## src/hdl/bpt_div_step.sv

```systemverilog
// ============================================================================
// bpt_div_step
// One registered restoring-division step: resolves one quotient bit.
// ============================================================================
module bpt_div_step #(
    parameter int RW  = 84,
    parameter int MW  = 50,
    parameter int BIT = 31
) (
    input  logic          i_clk,
    input  logic          i_en,
    input  logic [RW-1:0] i_rem,
    input  logic [MW-1:0] i_den,
    input  logic [31:0]   i_quot,
    output logic [RW-1:0] o_rem,
    output logic [MW-1:0] o_den,
    output logic [31:0]   o_quot
);
    logic [RW-1:0] trial;
    logic          fits;
    logic [31:0]   n_quot;
    logic [RW-1:0] r_rem;
    logic [MW-1:0] r_den;
    logic [31:0]   r_quot;

    assign trial = RW'(i_den) << BIT;
    assign fits  = (i_rem >= trial);

    always_comb begin
        n_quot      = i_quot;
        n_quot[BIT] = fits;
    end

    always_ff @(posedge i_clk) begin
        if (i_en) begin
            r_rem  <= fits ? (i_rem - trial) : i_rem;
            r_den  <= i_den;
            r_quot <= n_quot;
        end
    end

    assign o_rem  = r_rem;
    assign o_den  = r_den;
    assign o_quot = r_quot;

endmodule

```

## config.mk

```make
export PLATFORM = sky130hd
export DESIGN_NAME = bpt_div_step
export DESIGN_NICKNAME = d
export VERILOG_FILES = /design/src/hdl/bpt_div_step.sv
export SDC_FILE = /design/constraint.sdc
export NUM_CORES = 1
export LEC_CHECK = 0
export ABC_AREA = 0
export BUFFER_PORTS_ARGS = -buffer_cell sky130_fd_sc_hd__buf_4
export CAP_MARGIN = 0
export CORE_ASPECT_RATIO = 2
export CORE_UTILIZATION = 40
export DETAILED_ROUTE_END_ITERATION = 16
export PLACE_DENSITY = 0.67
export RECOVER_POWER = 50
export SETUP_SLACK_MARGIN = 0.4
export SYNTH_ARGS = -nofsm -noshare
export SYNTH_HDL_FRONTEND = slang
export SYNTH_SLANG_ARGS = --single-unit
```

## constraint.sdc

```tcl
create_clock -name i_clk -period 4.4 [get_ports i_clk]
set_clock_uncertainty 0.2 [all_clocks]
set_input_delay 0.88 -clock i_clk [delete_from_list [all_inputs] [get_ports i_clk]]
set_output_delay 0.88 -clock i_clk [all_outputs]
set_load 0.05 [all_outputs]
```

Word-level counts from Yosys, hierarchy flattened

Cells that the tools add are included.

Register bits: 166
Input bits: 168
Output and inout bits: 166
Word-level logic and storage cells: 6

$add $sub $neg: 1
$lt $le $gt $ge: 1
Muxes and demuxes: 1

Operators with widths:

| operator                                                       | count |
|---|---|
| 84-bit by 81-bit greater-or-equal comparator with 1-bit output | 1 |
| 84-bit two-way mux                                             | 1 |
| 84-bit by 81-bit subtractor with 84-bit output                 | 1 |

Longest topological paths before layout

Depth after elaboration: 2
Depth in mapped cells: 15
Mapped depth without buffers: 12

Least setup slack after synthesis

Ideal clock, no wire load.

Path kind: input to register
Start point: input port i_den[23]
End point: register r_rem[75], in the netlist o_rem[75] (data pin)
Setup time: 0.262 ns
Data arrival time: 3.110 ns
Data required time: 3.938 ns
Path slack: 0.828 ns
Stages: 13
Path buffers: 2
Cell sequence: inv_1 ha_1 buf_2 and4_1 buf_2 nor3b_1 and3_1 nand4_1 a31oi_1 a311o_1 a41oi_4 inv_2 mux2_1

Word-level cells in the longest chain between the ends: 2
Elaborated cells between the ends (all ways): 3
Classes of those cells: add/sub: 1; order compare: 1; mux: 1

Ends and longest elaborated chain:

| element                                                        | RTL line | source |
|---|---|---|
| from (decl)                                                    | 13       | `input logic [MW-1:0] i_den,` |
| 84-bit by 81-bit greater-or-equal comparator with 1-bit output | 27       | `assign fits = (i_rem >= trial);` |
| net fits                                                       | 20       | `logic fits;` |
| 84-bit two-way mux                                             | 36       | `r_rem <= fits ? (i_rem - trial) : i_rem;` |
| to (signal assigned)                                           | 36       |  |
| to (decl)                                                      | 22       | `logic [RW-1:0] r_rem;` |

The timed path passes the listed nets, and every way through them passes these cells.
A chain may end at the register's enable or synchronous reset.

Worst setup path in the final report

Start point: input port i_en
End point: register r_quot[13], in the netlist o_quot[13] (enable)

RTL lines:

| element              | RTL line | source |
|---|---|---|
| from (decl)          | 11       | `input logic i_en,` |
| to (signal assigned) | 38       | `r_quot <= n_quot;` |
| to (decl)            | 24       | `logic [31:0] r_quot;` |

No word-level cell between the ends.

==> flow_summary.yaml <==
outcome:
  outcome: "finished, violations left"
  violations: "max-capacitance violations, max-slew violations"
detailed_routing:
  drt_iter0_drc: 299
  routedWlPerCell_um: 17.9
  via_count: 7243
  drtAntennaViolNets: 0
  remaining_drc_errors: 0
  first_pass_iters: 4
  wirelength_um: 25200
  vias_per_cell: 5.15
logic_synthesis:
  ys_ff_latch: 166
  synth_area_per_cell_sq_um: 11.2
  synth_edf_count: 166
  synth_commonest_cells: "166 x edfxtp_1, 89 x nand2_1, 67 x a21oi_1"
  synth_ff_type: "edfxtp_1"
  async_flop_share_pct: 0
  yosysTopAreaCellShare_pct: 56.9
  yosysTopAreaCell: "edfxtp_1"
  syn_inst: 782
  synth_cell_type_count: 58
  synth_area_sq_um: 8760
  synth.area.top_cells: "edfxtp_1 57%, ha_1 7.1%, a21oi_1 3.8%"
  seq_area_frac_synth_pct: 56.9
  yosysMostFrequentCell: "edfxtp_1"
  syn-num-nets: 1001
  ys_warn_count: 0
clocking:
  clk_pin_slew_worst_paths_ns: 0.07
  postCtsHoldBufs: 0
  cts_root_buf: "clkbuf_16"
  clock_sinks: 166
  ctsHtreeMaxLevel: 4
  cts_buffer_depth: 2
  cts_buffers: 17
  cts_tree: "built"
sta:
  final.setup.tns_ns: 0
  worst_slew_pin_slew_ns: 2.80
  fmax_ghz: 0.262
  timing.final.crit_share_pct: 86.7
  relSlewSlack_pct: -86.7
  finalSetupViolations: 0
  min_period_ns: 3.82
  rsz0062_at_grt: "no"
  slew_violations: 59
  hold_violations: 0
global_routing:
  antenna_found_initial: 1
  use_met1_pct: 22.7
  gr-max-usage-layer: "met2"
  gr-total-overflow: 0
  use_met3_pct: 4.28
  grt_use_total_pct: 22.3
  grt_pass1_vias: 7225
  grt_util_met2_pct: 43.2
  grt_pass1_wl_um: 37800
  grt_max_degree: 80
setup_path:
  endpoint_kind: "flop"
  cpLargestDelayFamily: "buffers and inverters"
  max_stage_delay_ns: 2.15
  crit_slowest_cell: "clkdlybuf4s25_1"
  startpoint_type: "primary input"
  arrival_ns: 3.71
  path_cells: "clkdlybuf4s25_1 > buf_4"
  required_ns: 4.29
  critPathKind: "primary input to flop"
  cp_max_fo: 59
  crit_buf_inv: 2
power_and_ir_drop:
  ir_drop_mv: 0.247
  p_per_area_nw_per_um2: 422
  power.leakage_nw: 5.13
floorplan:
  io_pins: 334
  row_count: 76
  coreArea_sq_um: 21500
  dieWidth_um: 107
  initial_core_util_pct: 40.8
  dieArea_sq_um: 22500
  die_h_um: 211
placed_design:
  dpl.hpwl_um: 20300
  port-buffer-count: 332
  placed_area_sq_um: 11600
  place_inst: 1374
  routabilityCongestion: 0.829
finish:
  final_area_sq_um: 12100
  fin_nets: 1339
  syn2layout_area_growth_pct: 38.0
  layout-drive-gt1-share_pct: 31.4
  final_cells: 1406
worst_hold_path:
  hp-class: "primary input to flop"
job:
  max_cap_viol_count: 1
==> routing by layer <==
layer,wire [um],up-vias
met2,14600,233
met3,1190,43
met1,8720,3405
met4,715,0
met5,0,-
li1,-,3562
==> placed cells by master (no fill, tap or decap), types with 3 or more instances in the layout <==
cell type | synthesis | routed
nand2b_1 | 9 | 9
o21a_1 | 5 | 5
a31oi_1 | 4 | 4
clkbuf_1 | 17 | 29
a21o_1 | 20 | 20
nand4_1 | 24 | 24
inv_6 | 0 | 5
o21bai_1 | 14 | 14
edfxtp_1 | 166 | 166
a211o_1 | 4 | 4
clkbuf_16 | 0 | 17
buf_4 | 2 | 232
nand3_1 | 3 | 3
o21ai_0 | 56 | 56
clkbuf_4 | 0 | 83
nor3_1 | 7 | 7
and4_1 | 3 | 3
xor2_1 | 18 | 18
nor2_1 | 32 | 32
and2_1 | 3 | 3
nor2b_1 | 5 | 5
inv_1 | 65 | 65
a21oi_1 | 67 | 67
o211ai_1 | 8 | 8
nand2_1 | 89 | 89
ha_1 | 50 | 50
o21ai_1 | 21 | 21
xnor2_1 | 32 | 32
o31ai_1 | 5 | 5
a211oi_1 | 5 | 4
nor4_1 | 7 | 7
==> logic make-up after synthesis <==
kind of cell             Yosys count  synth area share [%]
AND/OR/NAND/NOR                  191                  10.2
flip-flops                       166                  56.9
multiplexers                       1                 0.129
AO/OA/AOI/OAI                    229                  16.1
XOR/XNOR                          50                  5.00
buffers and inverters             94                  4.31
adder cells (fa/ha/maj)           51                  7.37
==> stage by stage <==
stage	setup slack (ns)	total power [mW]	hold WS, ns	utilization, %
3_3_place_gp	0.0981	3.61	0.858	54.0
2_1_floorplan	0.828	3.06	0.779	-
4_1_cts	0.554	5.15	0.393	56.8
6_report	0.584	5.10	0.437	56.3
3_5_place_dp	0.116	3.62	0.860	54.0
5_1_grt	0.351	5.29	0.413	56.3
==> flip-flops by register name, summed over array words and instances (netlist names) <==
| register | flops |
|---|---|
| o_rem | 84 |
| o_den | 50 |
| o_quot | 32 |
==> path summary, 6_finish.rpt <==
path | startpoint | to | cells past startpoint
worst max-delay path | i_en | o_quot[13]$_DFFE_PP_ | 2
worst min-delay path | i_quot[4] | o_quot[4]$_DFFE_PP_ | 1
==> final cells by class <==
| class | count | area [sq um] |
|---|---|---|
| fill | 1943 | 9400 |
| sequential | 166 | 4980 |
| multi-input combinational | 522 | 3400 |
| timing repair buffer | 347 | 2520 |
| clock buffer | 17 | 425 |
| tap | 273 | 342 |
| inverter | 66 | 248 |
| clock inverter | 14 | 164 |
| antenna | 1 | 2.50 |
==> report_power, final <==
part	switching, mW	internal, mW	leakage (nW)
Combinational	1.06	0.515	3.22
Clock	0.674	0.850	0.285
Sequential	0.0483	1.95	1.62
==> repair_timing <==
item                       CTS  global route
setup endpoints to repair    0             4
buffers inserted             0             0
resized for setup            0             1
Power figures use the tool's default switching activity.
