### config.mk
export PLATFORM = sky130hd
export DESIGN_NAME = bpt_back
export DESIGN_NICKNAME = d
export VERILOG_FILES = /design/src/hdl/bpt_pkg.sv /design/src/hdl/bpt_back.sv
export SDC_FILE = /design/constraint.sdc
export NUM_CORES = 1
export LEC_CHECK = 0
export ABC_CLOCK_PERIOD_IN_PS = 13100
export BUFFER_PORTS_ARGS = -buffer_cell sky130_fd_sc_hd__buf_2
export CAP_MARGIN = 25
export CORE_MARGIN = 1.5
export CORE_UTILIZATION = 60
export DETAILED_ROUTE_END_ITERATION = 10
export PLACE_DENSITY = 0.93
export SYNTH_ARGS = -nofsm -noshare
export SYNTH_HDL_FRONTEND = slang
export SYNTH_SLANG_ARGS = --single-unit
### constraint.sdc
create_clock -name i_clk -period 13.1 [get_ports i_clk]
set_input_delay 1.31 -clock i_clk [delete_from_list [all_inputs] [get_ports i_clk]]
set_output_delay 1.31 -clock i_clk [all_outputs]
set_load 0.01 [all_outputs]
### src/hdl/bpt_pkg.sv
// ============================================================================
// bpt_pkg
// Shared types and constants for the barycentric point-in-triangle pipeline.
// ============================================================================
package bpt_pkg;

    localparam int unsigned WEIGHT_W = 32;   // output weight width
    localparam int unsigned QUOT_W   = 32;   // quotient bits built by the divider

    typedef enum logic [1:0] {
        ST_INSIDE  = 2'd0,
        ST_OUTSIDE = 2'd1,
        ST_DEGEN   = 2'd2
    } t_status;

    // Per-request flags that ride alongside the divider stages.
    typedef struct packed {
        logic degen;    // zero determinant
        logic outside;  // some numerator has the wrong sign
        logic neg_c;    // weight_c is negative
        logic neg_b;    // weight_b is negative
        logic ovf_c;    // |weight_c| quotient reached 2^32
        logic ovf_b;
    } t_side;

endpackage

### src/hdl/bpt_back.sv
// ============================================================================
// bpt_back
// Signs, saturation, weight_a and status; output register.
// ============================================================================
module bpt_back #(
    parameter int WEIGHT_FRAC_BITS = 30
) (
    input  logic                  i_clk,
    input  logic                  i_rst_n,
    input  logic                  i_en,
    input  logic                  i_valid,
    input  logic [31:0]           i_quot_c,
    input  logic [31:0]           i_quot_b,
    input  bpt_pkg::t_side        i_side,
    output logic                  o_valid,
    output bpt_pkg::t_status      o_status,
    output logic signed [31:0]    o_weight_c,
    output logic signed [31:0]    o_weight_b,
    output logic signed [31:0]    o_weight_a
);
    import bpt_pkg::*;

    localparam logic signed [31:0] W_MAX = 32'sh7fff_ffff;
    localparam logic signed [31:0] W_MIN = 32'sh8000_0000;
    localparam logic signed [33:0] ONE   = 34'sd1 <<< WEIGHT_FRAC_BITS;

    logic                r_valid;
    t_status             r_status;
    logic signed [31:0]  r_wc, r_wb, r_wa;
    logic signed [31:0]  wc, wb, wa;
    logic signed [33:0]  sum_a;

    function automatic logic signed [31:0] sat_w(input logic [31:0] q, input logic neg,
                                                 input logic ovf);
        logic signed [31:0] res;
        if (neg) begin
            res = (ovf || (q[31] && (q[30:0] != '0))) ? W_MIN : -$signed(q);
        end else begin
            res = (ovf || q[31]) ? W_MAX : $signed(q);
        end
        return res;
    endfunction

    always_comb begin
        wc    = sat_w(i_quot_c, i_side.neg_c, i_side.ovf_c);
        wb    = sat_w(i_quot_b, i_side.neg_b, i_side.ovf_b);
        sum_a = ONE - 34'(wc) - 34'(wb);
        if (sum_a > 34'(W_MAX)) begin
            wa = W_MAX;
        end else if (sum_a < 34'(W_MIN)) begin
            wa = W_MIN;
        end else begin
            wa = sum_a[31:0];
        end
    end

    always_ff @(posedge i_clk) begin
        if (!i_rst_n) begin
            r_valid <= 1'b0;
        end else if (i_en) begin
            r_valid <= i_valid;
        end
    end

    always_ff @(posedge i_clk) begin
        if (i_en) begin
            if (i_side.degen) begin
                r_status <= ST_DEGEN;
                r_wc     <= '0;
                r_wb     <= '0;
                r_wa     <= '0;
            end else begin
                r_status <= i_side.outside ? ST_OUTSIDE : ST_INSIDE;
                r_wc     <= wc;
                r_wb     <= wb;
                r_wa     <= wa;
            end
        end
    end

    assign o_valid    = r_valid;
    assign o_status   = r_status;
    assign o_weight_c = r_wc;
    assign o_weight_b = r_wb;
    assign o_weight_a = r_wa;

endmodule

After elaboration in Yosys (flattened, before gate mapping)
Index checks and enable logic that the tools add are counted.
{"block": "totals", "input_bits": 74, "register_bits": 99, "out_inout_bits": 99}
{"block": "op_classes", "magnitude_cmp": 2, "n_reduce_logical": 9, "n_mux": 9, "n_addsub": 4}
{"cell": "32-bit 2-to-1 mux", "count": 7}
{"cell": "32-bit negation", "count": 2}
{"cell": "31-bit nonzero test", "count": 2}
{"cell": "34-bit by 32-bit greater-than comparator with 1-bit output, second input constant", "count": 1}
{"cell": "34-bit by 32-bit < comparator with 1-bit output, second input constant", "count": 1}
{"cell": "33-bit by 32-bit subtractor with 34-bit output", "count": 1}
{"cell": "32-bit by 32-bit subtractor with 33-bit output, first input constant", "count": 1}
{"cell": "31-bit 2-to-1 mux", "count": 1}
{"cell": "1-bit logical OR", "count": 4}
{"cell": "1-bit logical AND", "count": 2}
{"cell": "2-bit OR reduction", "count": 1}
{"cell": "1-bit 2-to-1 mux", "count": 1}

Logic depth before layout (Yosys ltp)
{"block": "depth", "depth_word": 10, "ltp_mapped": 24, "depth_no_buf": 22}

Worst setup path after synthesis
No wires, ideal clock.
{"block": "synth_timing", "path_type": "input port to flip-flop", "startpoint": "in i_quot_b[0]", "endpoint": "reg r_wa[23], in the netlist o_weight_a[23], data pin", "t_arrival_ns": 6.421, "slack_ns": 6.408, "stages": 23, "path_buffers": 4, "t_required_ns": 12.829, "path_cell_list": "inv_1 -> ha_1 -> or4b_1 -> clkbuf_1 -> nor3_1 -> nand4_1 -> o41ai_1 -> nand2b_1 -> clkbuf_1 -> clkbuf_1 -> o31ai_1 -> a21oi_1 -> ha_1 -> ha_1 -> a21o_1 -> a21o_1 -> a221o_1 -> or3_1 -> a311oi_1 -> xnor2_1 -> a211o_1 -> clkbuf_1 -> o21ai_0"}
{"block": "synth_via", "elab_chain_cells": 9, "elab_cells_between_ends": 12}
{"element": "start: declaration", "line_no": "bpt_back.sv:13", "text": "input logic [31:0] i_quot_b,"}
{"element": "parallel branches: the longest is 4 deep, another holds 32-bit negation"}
{"element": "32-bit 2-to-1 mux *", "line_no": "bpt_back.sv:36", "text": "if (neg) begin"}
{"element": "33-bit by 32-bit subtractor with 34-bit output *", "line_no": "bpt_back.sv:47", "text": "sum_a = ONE - 34'(wc) - 34'(wb);"}
{"element": "34-bit by 32-bit < comparator with 1-bit output", "line_no": "bpt_back.sv:50", "text": "end else if (sum_a < 34'(W_MIN)) begin"}
{"element": "32-bit 2-to-1 mux", "line_no": "bpt_back.sv:50"}
{"element": "31-bit 2-to-1 mux *", "line_no": "bpt_back.sv:48", "text": "if (sum_a > 34'(W_MAX)) begin"}
{"element": "end signal: assignment", "line_no": "bpt_back.sv:76", "text": "r_wa <= wa;"}
{"element": "end: declaration", "line_no": "bpt_back.sv:29", "text": "logic signed [31:0] r_wc, r_wb, r_wa;"}
Mark *: on every way between the ends.
A chain may end at the register's enable or synchronous reset.

Worst setup path in the final report
{"block": "layout_timing", "startpoint": "in i_quot_b[0]", "endpoint": "reg r_wa[18], in the netlist o_weight_a[18], data pin"}
The elaborated chain is that of the path after synthesis.

==> flow_results.org <==
** CTS
- Clock buffers created by TritonCTS :: 9
- Post-CTS Resized :: 0
- Root buffer selected by CTS :: sky130_fd_sc_hd__clkbuf_16
- Hold repair after CTS inserted 0 buffers.
- H-tree levels :: 3
- Clock sinks :: 99
- For the worst-skew pair, the clock arrives at the later sink with an insertion delay of 0.36 ns.
- Clock-pin slew was measured on the worst setup and hold paths at 0.07 ns.
- Max Buffers Root-to-Sink :: 2
- TritonCTS clock tree :: done
- Number of post-CTS setup repair buffers :: 0

** Die
- In this run the core area contains 41 standard-cell rows.
- The die is 116.8 um wide.
- The die covers 0.01363 sq mm.
- The floorplan step defined a core boundary enclosing 0.01262 sq mm.
- Height of the die :: 116.8 um
- For this design the top-level I/O count stands at 173.
- Initial Utilization :: 61.52%

** Yosys
- In the synthesized netlist, the cells that appear most often are sky130_fd_sc_hd__nor2_1 (104), sky130_fd_sc_hd__edfxtp_1 (98), sky130_fd_sc_hd__a21oi_1 (77), sky130_fd_sc_hd__o21ai_0 (75), sky130_fd_sc_hd__ha_1 (66).
- In this run, synthesis inferred 98 flip-flops with an integrated enable.
- By instance count, the leading cell after synthesis is sky130_fd_sc_hd__nor2_1.
- Number of distinct library cells after synthesis :: 63
- The share of the Yosys chip area taken by registers is 38.16%.
- Count of warnings emitted by yosys :: 0
- Synthesis-stage register bit count :: 99
- The number of nets in the synthesized netlist is 995.
- Ranked by total cell area, the synthesized netlist is headed by sky130_fd_sc_hd__edfxtp_1 (38%), sky130_fd_sc_hd__ha_1 (11%), sky130_fd_sc_hd__nor2_1 (5.0%).
- Post-Syn Area per Cell :: 9.091 sq um
- Number of standard cells after synthesis :: 854
- Summed over its instances, the top area cell type makes up 37.90% of the synthesized netlist area.
- Of all flip-flops after synthesis, the portion carrying an async set or reset was 0%.
- Cell accounting for the most synthesized area :: sky130_fd_sc_hd__edfxtp_1
- The mapped netlist covers 0.007764 sq mm.
- Commonest register cell after synthesis :: sky130_fd_sc_hd__edfxtp_1

** Pwr
- Cell internal power was estimated by the tool at 0.0006826 W.
- Worst voltage drop across the vdd grid :: 0.07255 mV
- Net Switching :: 0.0003859 W
- Leak :: 3.667 nW
- Clock power frac :: 24.2%
- Net switching is 36.12% of the power.
- Reg power frac :: 39.2%
- Power spread over the standard cell area amounts to 119.1 mW/mm^2.
- Per report_power, the combinational group accounts for 36.6% of the total.

** Route
- Total length of routed met3 wires :: 2.475 mm
- Sum of routed wire segments on met1 :: 9.462 mm
- The detail route stage leaves a number of antenna-violating nets equal to 0.
- Detailed router's first-iteration violation count :: 1227
- Dividing the detail-routed wire length by the instance count gives 19.96 um.
- The first TritonRoute pass finished after 9 iterations.
- Drt via density :: 6.668
- After detailed routing, the total wire length is 23.47 mm.
- DR DRC count :: 0
- The routed layout has 7842 vias.
- Met2 routed wirelength :: 10.34 mm
- The highest metal layer carrying signal wires in the routed design is met4.

** STA
- The tightest hold path in the finished design has a slack of 0.5230 ns.
- Setup Viol. Count Final :: 0
- Final setup skew :: 0 ns
- Total negative slack for setup checks :: 0 ns
- Final number of max-transition violations :: 0
- The clock period could shrink to 8.064 ns.
- After layout, the worst path uses 61.56% of the clock period.
- Headroom to the max-slew limit came out at 33.09%.
- Achievable Freq :: 124.0 MHz
- Slack of the critical path :: 5.036 ns
- Final hold violation count :: 0
- RSZ-0062 raised after global routing :: no
- Slew of the pin with the lowest slew margin :: 1.004 ns

** Place
- Placer Congestion :: 0.9976
- Number of port buffers :: 172
- Detailed placer's ending HPWL :: 17.50 mm
- Pre-CTS WS :: 4.885 ns
- Counting tap cells, the placed design contains a total of 1159 instances.

** Layout
- Number of standard cells in the final layout excluding fillers :: 1176
- The final layout contains 1139 nets.
- Total of fill cells in the finished design :: 990
- Layout-stage area growth over the synthesis result :: 15.60%
- Cells with a size suffix above 1 make up 21.34% of the layout.

** Global route
- The via count of the first global-routing pass was 6845.
- The first global-routing pass estimated 35.41 mm of wire.
- For this run the aggregate overflow at the end of global routing stands at 0.
- Global routing consumed, over all layers together, 34.34% of the routing resources.
- Maximum number of pins on one net before global-route repair :: 65
- The number of antenna violations at the first check in global routing came to 0.

** Worst setup path
- At the worst endpoint, the arrival time is 8.13 ns.
- The worst setup path is captured at a register.
- For the worst setup path, the data required time is 13.17 ns.
- In this run the worst path has a maximum fanout of 31.
- The worst setup path is of the in2reg kind.
- Worst Setup Start Kind :: input pin

** Outcome
- The run finished with clean final reports.

** Worst hold path
- Hold Crit Class :: reg2reg

** Flow run
- Maximum Capacitance Violations :: 0
## through the flow
| stage | power (W) | utilization (%) | area, sq um |
|---|---|---|---|
| floorplan | 0.0006715 | - | 7764 |
| global placement | 0.0007991 | 68.86 | 8690 |
| detailed placement | 0.0008053 | 68.86 | 8690 |
| CTS | 0.001063 | 71.10 | 8972 |
| global route | 0.001123 | 71.10 | 8972 |
| finish | 0.001069 | 71.12 | 8975 |
## worst max-delay path, cell delays in order
cell                        delay [ns]
sky130_fd_sc_hd__buf_2            0.11
sky130_fd_sc_hd__inv_1            0.07
sky130_fd_sc_hd__ha_1             0.25
sky130_fd_sc_hd__or4b_1           0.61
sky130_fd_sc_hd__nor3_1           0.30
sky130_fd_sc_hd__nand4_1          0.23
sky130_fd_sc_hd__o41ai_1          0.49
sky130_fd_sc_hd__nand2b_1         0.60
sky130_fd_sc_hd__o31ai_1          0.49
sky130_fd_sc_hd__a21oi_1          0.19
sky130_fd_sc_hd__ha_1             0.31
sky130_fd_sc_hd__ha_1             0.35
sky130_fd_sc_hd__o211ai_1         0.12
sky130_fd_sc_hd__o21ai_0          0.53
sky130_fd_sc_hd__o2111ai_1        0.20
sky130_fd_sc_hd__a2111oi_0        0.47
sky130_fd_sc_hd__o22ai_1          0.15
sky130_fd_sc_hd__xnor2_1          0.27
sky130_fd_sc_hd__o31a_1           0.83
sky130_fd_sc_hd__o21ai_0          0.25
## power groups by stage
stage | clock, W | sequential, W | combinational [W]
after global routing | 0.000272 | 0.000422 | 0.000429
after floorplan | 0 | 0.000448 | 0.000223
after CTS | 0.000260 | 0.000419 | 0.000384
final | 0.000259 | 0.000419 | 0.000391
after global placement | 0 | 0.000425 | 0.000374
after detailed placement | 0 | 0.000425 | 0.000381
## state kept, by name (all words and copies together), names as in the netlist
name and count:
o_weight_a 32, o_weight_b 32, o_status 2, o_valid 1, o_weight_c 32
## routing by layer
| layer | vias to the layer above | global-route usage [%] |
|---|---|---|
| li1 | 3584 | - |
| met1 | 3602 | 46.61 |
| met2 | 567 | 52.16 |
| met3 | 89 | 5.656 |
| met4 | 0 | 19.92 |
| met5 | - | 0 |
## path summary, 6_finish.rpt
check	start	endpoint	slack [ns]	depth (start not counted)
worst min-delay path	o_valid	o_valid	0.52	2
worst max-delay path	i_quot_b[0]	o_weight_a[18]	5.04	20
worst min register to register	o_valid	o_valid	0.52	2
worst max register to register	o_valid	o_valid	12.51	2
## logic make-up (layout without fill, tap and decap cells)
kind of cell / Yosys count / in the layout / share of synthesized area [%]
AO/OA/AOI/OAI: 304 / 304 / 25.50
XOR/XNOR: 28 / 28 / 3.159
adder cells (fa/ha/maj): 67 / 67 / 10.89
buffers and inverters: 69 / 218 / 3.562
flip-flops: 99 / 99 / 38.16
multiplexers: 1 / 1 / 0.1289
other: 0 / 1 / 0
AND/OR/NAND/NOR: 286 / 286 / 18.60
## area by class of cell
class | count | area (sq um) | share of cell area (%)
Tap cell | 172 | 215.2 | 2.398
Antenna cell | 1 | 2.502 | 0.02788
Clock buffer | 9 | 225.2 | 2.509
Inverter | 27 | 101.3 | 1.129
Timing Repair Buffer | 175 | 885.9 | 9.870
Multi-Input combinational cell | 686 | 4524 | 50.41
Sequential cell | 99 | 2963 | 33.01
Clock inverter | 7 | 57.56 | 0.6413
## placed cells by master (no fill, tap or decap), drive strengths merged, types with 9 or more instances in the layout
cell type,count
nor2,106
or2,12
a21oi,77
a221oi,10
o21ai,76
or3,17
o31ai,27
nor3b,9
a31oi,11
or4,14
inv,30
buf,175
a21o,26
and2,13
clkbuf,9
xor2,13
ha,66
nor3,26
nor2b,10
nand3,11
edfxtp,98
a211oi,11
nand2b,9
nand2,38
o211ai,15
xnor2,15
Note: power is estimated with default switching activity, not from simulation.
